**src/cdtss_pkg.sv**
```systemverilog
// Shared constants and the segment decoder for the countdown timer block.
// No dependencies; imported by countdown_timer_seven_segment and its testbench.
package cdtss_pkg;

  // Default number of display digits.
  localparam int DIGIT_COUNT_DEF = 4;

  // Run mode codes, as reported on the result channel.
  localparam logic [1:0] MODE_IDLE  = 2'd0;
  localparam logic [1:0] MODE_COUNT = 2'd1;
  localparam logic [1:0] MODE_ALARM = 2'd2;

  // Register reset values.
  localparam logic [7:0] FRAMES_PER_UNIT_RST = 8'd45;
  localparam logic [7:0] ALARM_FRAMES_RST    = 8'd26;

  // Register indexes on the configuration port.
  localparam logic REG_FRAMES_PER_UNIT = 1'b0;
  localparam logic REG_ALARM_FRAMES    = 1'b1;

  // Segment pattern g..a for one BCD digit; a non-decimal code shows blank.
  function automatic logic [6:0] seg_of(input logic [3:0] d);
    logic [6:0] s;
    case (d)
      4'd0: s = 7'h3F;
      4'd1: s = 7'h06;
      4'd2: s = 7'h5B;
      4'd3: s = 7'h4F;
      4'd4: s = 7'h66;
      4'd5: s = 7'h6D;
      4'd6: s = 7'h7D;
      4'd7: s = 7'h07;
      4'd8: s = 7'h7F;
      4'd9: s = 7'h6F;
      default: s = 7'h00;
    endcase
    return s;
  endfunction

endpackage

```
**src/countdown_timer_seven_segment.sv**
```systemverilog
// Countdown timer with a multiplexed seven-segment display: scan, BCD value,
// run modes and an APB-style register port. Depends on cdtss_pkg.
//
//  channel  direction  handshake            payload
//  in_      input      in_valid / in_stall  up_pressed, down_pressed, start_pressed
//  out_     output     out_valid / out_stall segments, digit_enable, buzzer, run_mode
//  cfg_     input      psel/penable/pready  paddr, pwdata, prdata (two 8-bit registers)
//
// A beat's result is formed from the state in the same cycle that the beat is
// accepted and appears in the output register on the next cycle, so a beat can
// be taken on every clock while the input is not stalled.
// rst_n is synchronous and active low; it clears the time value, mode, frame
// count, scan slot and output valid and presets the registers. The input is stalled
// only while the output register holds a result that the receiver is stalling.
module countdown_timer_seven_segment #(
  parameter int DIGIT_COUNT = cdtss_pkg::DIGIT_COUNT_DEF
) (
  input  logic        clk,
  input  logic        rst_n,
  // Input channel.
  input  logic        in_valid,
  output logic        in_stall,
  input  logic        in_up_pressed,
  input  logic        in_down_pressed,
  input  logic        in_start_pressed,
  // Result channel.
  output logic        out_valid,
  input  logic        out_stall,
  output logic [6:0]  out_segments,
  output logic [3:0]  out_digit_enable,
  output logic        out_buzzer,
  output logic [1:0]  out_run_mode,
  // Configuration port.
  input  logic        psel,
  input  logic        penable,
  input  logic        pwrite,
  input  logic [2:0]  paddr,
  input  logic [31:0] pwdata,
  output logic [31:0] prdata,
  output logic        pready
);
  import cdtss_pkg::*;

  localparam int SW = (DIGIT_COUNT > 1) ? $clog2(DIGIT_COUNT) : 1;
  localparam logic [SW-1:0] LAST_SLOT = SW'(DIGIT_COUNT - 1);

  // State.
  logic [3:0]    digits_r [DIGIT_COUNT];
  logic [3:0]    digits_nxt [DIGIT_COUNT];
  logic [1:0]    mode_r, mode_nxt;
  logic [7:0]    frame_cnt_r, frame_cnt_nxt;
  logic [SW-1:0] slot_r, slot_nxt;
  logic [7:0]    fpu_r, alarm_r;

  // Output register.
  logic       out_valid_r;
  logic [6:0] out_segments_r;
  logic [3:0] out_digit_enable_r;
  logic       out_buzzer_r;
  logic [1:0] out_run_mode_r;

  logic accept;
  logic cfg_wr;

  // Combinational working values.
  logic [3:0] inc_v [DIGIT_COUNT];
  logic [3:0] up_v  [DIGIT_COUNT];
  logic [3:0] dn_v  [DIGIT_COUNT];
  logic [3:0] cdn_v [DIGIT_COUNT];
  logic       cur_zero, cur_max, up_zero, dn_zero, cdn_zero;
  logic [1:0] mode_eff;
  logic [8:0] cnt_inc, fpu_lim, alarm_lim;
  logic [6:0] seg_now;
  logic [3:0] en_now;

  assign in_stall = out_valid_r && out_stall;
  assign accept   = in_valid && !in_stall;

  // Register port: always ready, decoded on the word address bit.
  assign pready = 1'b1;
  assign cfg_wr = psel && penable && pwrite && pready;
  assign prdata = (paddr[2] == REG_ALARM_FRAMES) ? {24'd0, alarm_r} : {24'd0, fpu_r};

  always_ff @(posedge clk) begin
    if (!rst_n) begin
      fpu_r   <= FRAMES_PER_UNIT_RST;
      alarm_r <= ALARM_FRAMES_RST;
    end else if (cfg_wr) begin
      if (paddr[2] == REG_FRAMES_PER_UNIT) begin
        fpu_r <= pwdata[7:0];
      end else begin
        alarm_r <= pwdata[7:0];
      end
    end
  end

  // BCD increment and decrement chains for the frame-end updates.
  always_comb begin
    logic carry, borrow, cborrow;
    cur_max  = 1'b1;
    cur_zero = 1'b1;
    for (int i = 0; i < DIGIT_COUNT; i++) begin
      if (digits_r[i] != 4'd9) cur_max = 1'b0;
      if (digits_r[i] != 4'd0) cur_zero = 1'b0;
    end
    // Saturating increment.
    carry = !cur_max;
    for (int i = DIGIT_COUNT - 1; i >= 0; i--) begin
      inc_v[i] = digits_r[i];
      if (carry) begin
        if (digits_r[i] >= 4'd9) begin
          inc_v[i] = 4'd0;
        end else begin
          inc_v[i] = 4'(digits_r[i] + 4'd1);
          carry = 1'b0;
        end
      end
    end
    for (int i = 0; i < DIGIT_COUNT; i++) begin
      up_v[i] = in_up_pressed ? inc_v[i] : digits_r[i];
    end
    up_zero = 1'b1;
    for (int i = 0; i < DIGIT_COUNT; i++) begin
      if (up_v[i] != 4'd0) up_zero = 1'b0;
    end
    // Saturating decrement after the button increment (idle).
    borrow = in_down_pressed && !up_zero;
    for (int i = DIGIT_COUNT - 1; i >= 0; i--) begin
      dn_v[i] = up_v[i];
      if (borrow) begin
        if (up_v[i] == 4'd0) begin
          dn_v[i] = 4'd9;
        end else begin
          dn_v[i] = 4'(up_v[i] - 4'd1);
          borrow = 1'b0;
        end
      end
    end
    // Countdown decrement of the current value.
    cborrow = !cur_zero;
    for (int i = DIGIT_COUNT - 1; i >= 0; i--) begin
      cdn_v[i] = digits_r[i];
      if (cborrow) begin
        if (digits_r[i] == 4'd0) begin
          cdn_v[i] = 4'd9;
        end else begin
          cdn_v[i] = 4'(digits_r[i] - 4'd1);
          cborrow = 1'b0;
        end
      end
    end
    dn_zero  = 1'b1;
    cdn_zero = 1'b1;
    for (int i = 0; i < DIGIT_COUNT; i++) begin
      if (dn_v[i] != 4'd0) dn_zero = 1'b0;
      if (cdn_v[i] != 4'd0) cdn_zero = 1'b0;
    end
  end

  // Result of the current slot, taken from the state before the update.
  always_comb begin
    case (mode_r)
      MODE_COUNT: mode_eff = MODE_COUNT;
      MODE_ALARM: mode_eff = MODE_ALARM;
      default:    mode_eff = MODE_IDLE;
    endcase
    seg_now = seg_of(digits_r[slot_r]);
    for (int k = 0; k < 4; k++) begin
      en_now[k] = (32'(slot_r) == k);
    end
  end

  // Next state: the scan slot advances every beat, frame work at the last slot.
  always_comb begin
    cnt_inc   = {1'b0, frame_cnt_r} + 9'd1;
    fpu_lim   = (fpu_r == 8'd0) ? 9'd1 : {1'b0, fpu_r};
    alarm_lim = (alarm_r == 8'd0) ? 9'd1 : {1'b0, alarm_r};
    digits_nxt    = digits_r;
    frame_cnt_nxt = frame_cnt_r;
    mode_nxt      = mode_eff;
    slot_nxt      = SW'(slot_r + 1'b1);
    if (slot_r == LAST_SLOT) begin
      slot_nxt = '0;
      case (mode_eff)
        MODE_COUNT: begin
          if (cnt_inc >= fpu_lim) begin
            frame_cnt_nxt = 8'd0;
            digits_nxt    = cdn_v;
            if (cdn_zero) mode_nxt = MODE_ALARM;
          end else begin
            frame_cnt_nxt = cnt_inc[7:0];
          end
        end
        MODE_ALARM: begin
          if (cnt_inc >= alarm_lim) begin
            frame_cnt_nxt = 8'd0;
            mode_nxt      = MODE_IDLE;
          end else begin
            frame_cnt_nxt = cnt_inc[7:0];
          end
        end
        default: begin
          digits_nxt = dn_v;
          if (in_start_pressed) begin
            frame_cnt_nxt = 8'd0;
            mode_nxt      = dn_zero ? MODE_ALARM : MODE_COUNT;
          end
        end
      endcase
    end
  end

  // State update on each accepted beat.
  always_ff @(posedge clk) begin
    if (!rst_n) begin
      for (int i = 0; i < DIGIT_COUNT; i++) digits_r[i] <= 4'd0;
      mode_r      <= MODE_IDLE;
      frame_cnt_r <= 8'd0;
      slot_r      <= '0;
    end else if (accept) begin
      digits_r    <= digits_nxt;
      mode_r      <= mode_nxt;
      frame_cnt_r <= frame_cnt_nxt;
      slot_r      <= slot_nxt;
    end
  end

  // Output register.
  always_ff @(posedge clk) begin
    if (!rst_n) begin
      out_valid_r <= 1'b0;
    end else if (accept) begin
      out_valid_r <= 1'b1;
    end else if (!out_stall) begin
      out_valid_r <= 1'b0;
    end
  end

  always_ff @(posedge clk) begin
    if (accept) begin
      out_segments_r     <= seg_now;
      out_digit_enable_r <= en_now;
      out_buzzer_r       <= (mode_eff == MODE_ALARM);
      out_run_mode_r     <= mode_eff;
    end
  end

  assign out_valid        = out_valid_r;
  assign out_segments     = out_segments_r;
  assign out_digit_enable = out_digit_enable_r;
  assign out_buzzer       = out_buzzer_r;
  assign out_run_mode     = out_run_mode_r;

  // The value is never zero while counting down.
  a_count_nonzero: assert property (@(posedge clk) disable iff (!rst_n)
    (mode_r == MODE_COUNT) |-> !cur_zero)
    else $error("counting with a zero value");

  // The frame counter is cleared whenever the block sits idle.
  a_idle_cnt_clear: assert property (@(posedge clk) disable iff (!rst_n)
    (mode_r == MODE_IDLE) |-> (frame_cnt_r == 8'd0))
    else $error("frame count not clear in idle");

  // The scan slot steps by one on an accepted beat that does not end a frame.
  a_slot_step: assert property (@(posedge clk) disable iff (!rst_n)
    (accept && slot_r != LAST_SLOT) |=> (32'(slot_r) == 32'($past(slot_r)) + 1))
    else $error("scan slot did not advance");

  // A stalled result is neither dropped nor replaced.
  a_out_hold: assert property (@(posedge clk) disable iff (!rst_n)
    (out_valid_r && out_stall) |=> (out_valid_r && $stable(out_segments_r)
      && $stable(out_digit_enable_r)))
    else $error("stalled result lost");

endmodule

```
**config.mk**
```make
export PLATFORM = sky130hd
export DESIGN_NAME = countdown_timer_seven_segment
export DESIGN_NICKNAME = d
export VERILOG_FILES = /design/src/cdtss_pkg.sv /design/src/countdown_timer_seven_segment.sv
export SDC_FILE = /design/constraint.sdc
export NUM_CORES = 1
export LEC_CHECK = 0
export BUFFER_PORTS_ARGS = -buffer_cell sky130_fd_sc_hd__buf_4
export CORE_ASPECT_RATIO = 0.8
export CORE_MARGIN = 2
export CORE_UTILIZATION = 28
export DETAILED_ROUTE_END_ITERATION = 10
export HOLD_SLACK_MARGIN = 0.02
export PLACE_DENSITY = 0.48
export SLEW_MARGIN = 20
export SYNTH_ARGS = -nofsm -noshare
export SYNTH_HDL_FRONTEND = slang
export SYNTH_SLANG_ARGS = --single-unit
export TNS_END_PERCENT = 5
```
**constraint.sdc**
```tcl
create_clock -name clk -period 4.1 [get_ports clk]
set_input_delay 0.205 -clock clk [delete_from_list [all_inputs] [get_ports clk]]
set_output_delay 0.205 -clock clk [all_outputs]
set_load 0.05 [all_outputs]
```
==> impl_metrics.yaml <==
run_status:
  status: "complete, no violations"
drt:
  drc: 0
  routed_via_density: 5.39
  ant_nets: 0
  drt_iter0_drc: 555
  routedWlPerCell_um: 16.7
  drt_first_pass_iters: 5
  wl_mm: 16.0
  vias: 5161
yosys:
  netlist_top_cells_area: "dfxtp_1, ha_1, edfxtp_1"
  async_flop_share: 0
  synthCells: 677
  synth_top_area_share: 0.173
  netlist_area_um2: 5200
  synthFlopType: "dfxtp_1"
  postSynthAreaPerCell_um2: 7.69
  ys_types: 82
  ys_seq_area_frac: 0.248
  ys_seq_elements: 58
  ys_warn_count: 0
  synth-edff-count: 13
  yosys.area.top_type: "dfxtp_1"
layout:
  areaGrowthSynthToFinish_pct: 16.0
  fill_cells: 1906
  diodes: 0
  drive_gt1_frac: 0.162
  post-route-util: 0.332
  nets: 813
clock_tree:
  cts_tree: "built"
  cts_root_buffer: "clkbuf_16"
  cts.path.max_buffers: 2
  clock_sinks: 58
  cts-buffers-inserted: 9
  postCtsSetupBuffers: 0
  cts_resized: 0
  path_clk_slew_ns: 0.06
  insertion_delay_ns: 0.34
  htree_levels: 3
  cts_hold_buf: 0
sta:
  hold_viol_final: 0
  setup_violations: 0
  fmax_mhz: 259
  fin_setup_tns_ns: 0
  worst_slack_ns: 0.239
  holdWs_ns: 0.0921
  skew_ns: 0.00824
  rsz0062_at_grt: "false"
  slew_viol_final: 0
  fin_crit_sh: 0.942
  tightest_slew_ns: 0.726
  max_slew_margin: 0.515
  post-route-min-period_ns: 3.86
global_routing:
  antenna_found_initial: 0
  track_usage: 0.167
  grt_pass1_vias: 4730
  grt_start_max_net_pins: 38
  grt_overflow_total: 0
  grt_pass1_wl_mm: 25.8
job:
  max_cap_viol_count: 0
place:
  port_buffers: 42
  gp_congestion: 0.925
  hpwlAfterDp_mm: 12.4
  dp_slack_ns: 0.334
floorplanning:
  dieWidth_um: 156
  start_util: 0.286
  core_area_um2: 18200
  fp.dieH_um: 126
  pin_count: 94
  die_area_um2: 19700
  rows: 44
power_and_ir_drop:
  p_int_mw: 1.08
  seqPwrFrac: 0.393
  p_sw_mw: 0.473
  pwr-share-clk: 0.443
  leakagePower_nw: 2.46
  powerDensity_nw_per_um2: 257
  switching_share: 0.305
  irDropWorstVdd_uv: 141
  power_frac_comb: 0.164
worst_setup_path:
  cp_data_required_time_ns: 4.37
  cp_max_fo: 11
  worst_setup_path_start_kind: "flip-flop"
  end_kind: "flip-flop"
  critical_path_class: "flip-flop to flip-flop"
  cp.arrival_ns: 4.14
min_path:
  worst_hold_path_type: "input pin to flip-flop"
## synth_stat cells, types with 4 or more instances
library cell	instances
nor4_1	7
o21ai_0	42
nor3_1	20
nor2b_1	9
xnor2_1	5
and2_1	6
a211oi_1	9
nand4_1	11
nand3_1	16
a31oi_1	8
mux4_2	4
nor3b_1	6
clkbuf_1	27
o22ai_1	7
nand2_1	90
o211ai_1	16
buf_4	27
o31ai_1	5
ha_1	45
nor2_1	44
dfxtp_1	45
a22oi_1	5
o21a_1	4
or2_2	7
edfxtp_1	13
a21o_1	8
or3b_2	6
nand2b_1	11
a21oi_1	51
inv_1	42
## critical path: stages (launching register included)
cell and delay [ns]:
dfxtp_1 0.45, inv_1 0.22, ha_1 0.20, or3b_2 0.53, a211oi_2 0.45, nand2_1 0.13, xnor2_1 0.15, a2111oi_0 0.42
buf_4 0.20, nor4b_1 0.31, buf_4 0.18, a21boi_0 0.14, o221ai_1 0.20, o221a_1 0.21
## cell families after synthesis
family | share of synthesized area
adder cells (fa/ha/maj) | 0.108
multiplexers | 0.0277
XOR/XNOR | 0.0101
AO/OA/AOI/OAI | 0.254
flip-flops | 0.248
AND/OR/NAND/NOR | 0.257
buffers and inverters | 0.0940
other | 0.00144
## path summary, 6_finish.rpt
check                           cells after the start                     start                      to  slack (ns)
worst max register to register                     13  digits_r[4]$_SDFFE_PN0P_  mode_r[1]$_SDFFE_PN0P_        0.24
worst min-delay path                                3                 pwdata[0]   fpu_r[0]$_SDFFE_PN1P_        0.09
worst max-delay path                               13  digits_r[4]$_SDFFE_PN0P_  mode_r[1]$_SDFFE_PN0P_        0.24
worst min register to register                      2     fpu_r[6]$_SDFFE_PN0P_   fpu_r[6]$_SDFFE_PN0P_        0.46
## power groups by stage
stage | clock [mW] | sequential (mW) | combinational [mW]
floorplan | 0 | 0.637 | 0.180
global placement | 0 | 0.621 | 0.251
detailed placement | 0 | 0.622 | 0.253
CTS | 0.712 | 0.610 | 0.253
global route | 0.737 | 0.612 | 0.272
finish | 0.687 | 0.610 | 0.254
## layout make-up
cell class / count / area, µm² / area share
Multi-Input combinational cell: 543 / 3510 / 0.581
Sequential cell: 58 / 1290 / 0.214
Timing Repair Buffer: 69 / 518 / 0.0858
Tap cell: 230 / 288 / 0.0477
Clock buffer: 9 / 225 / 0.0373
Inverter: 42 / 158 / 0.0261
Clock inverter: 7 / 46.3 / 0.00767
## flip-flops by register name, indices dropped and copies added, names as in the netlist
name	flops
digits_r	16
alarm_r	8
fpu_r	8
frame_cnt_r	8
out_segments	7
out_digit_enable	4
mode_r	2
slot_r	2
out_buzzer	1
out_run_mode	1
out_valid	1
## cell usage in the layout, fill, tap and decap left out, types with 20 or more instances in the layout
cell     count
inv_1       42
nand2_1     90
dfxtp_1     45
nor2_1      44
a21oi_1     51
conb_1      25
buf_4       69
ha_1        45
nor3_1      20
o21ai_0     42
## metal layers
| metal | vias up | wire, µm | track usage |
|---|---|---|---|
| met5 | - | 0 | 0 |
| met4 | 0 | 130 | 0.0362 |
| met3 | 12 | 1220 | 0.0299 |
| met2 | 197 | 6590 | 0.238 |
| met1 | 2438 | 8080 | 0.259 |
| li1 | 2514 | - | - |
## stage by stage
stage	instance area, µm²	std cells	power [mW]
global route	6040	958	1.62
finish	6040	958	1.55
detailed placement	5760	942	0.875
CTS	6040	958	1.58
global placement	5760	942	0.872
floorplan	5290	700	0.817
Note: power is estimated with default switching activity, not from simulation.
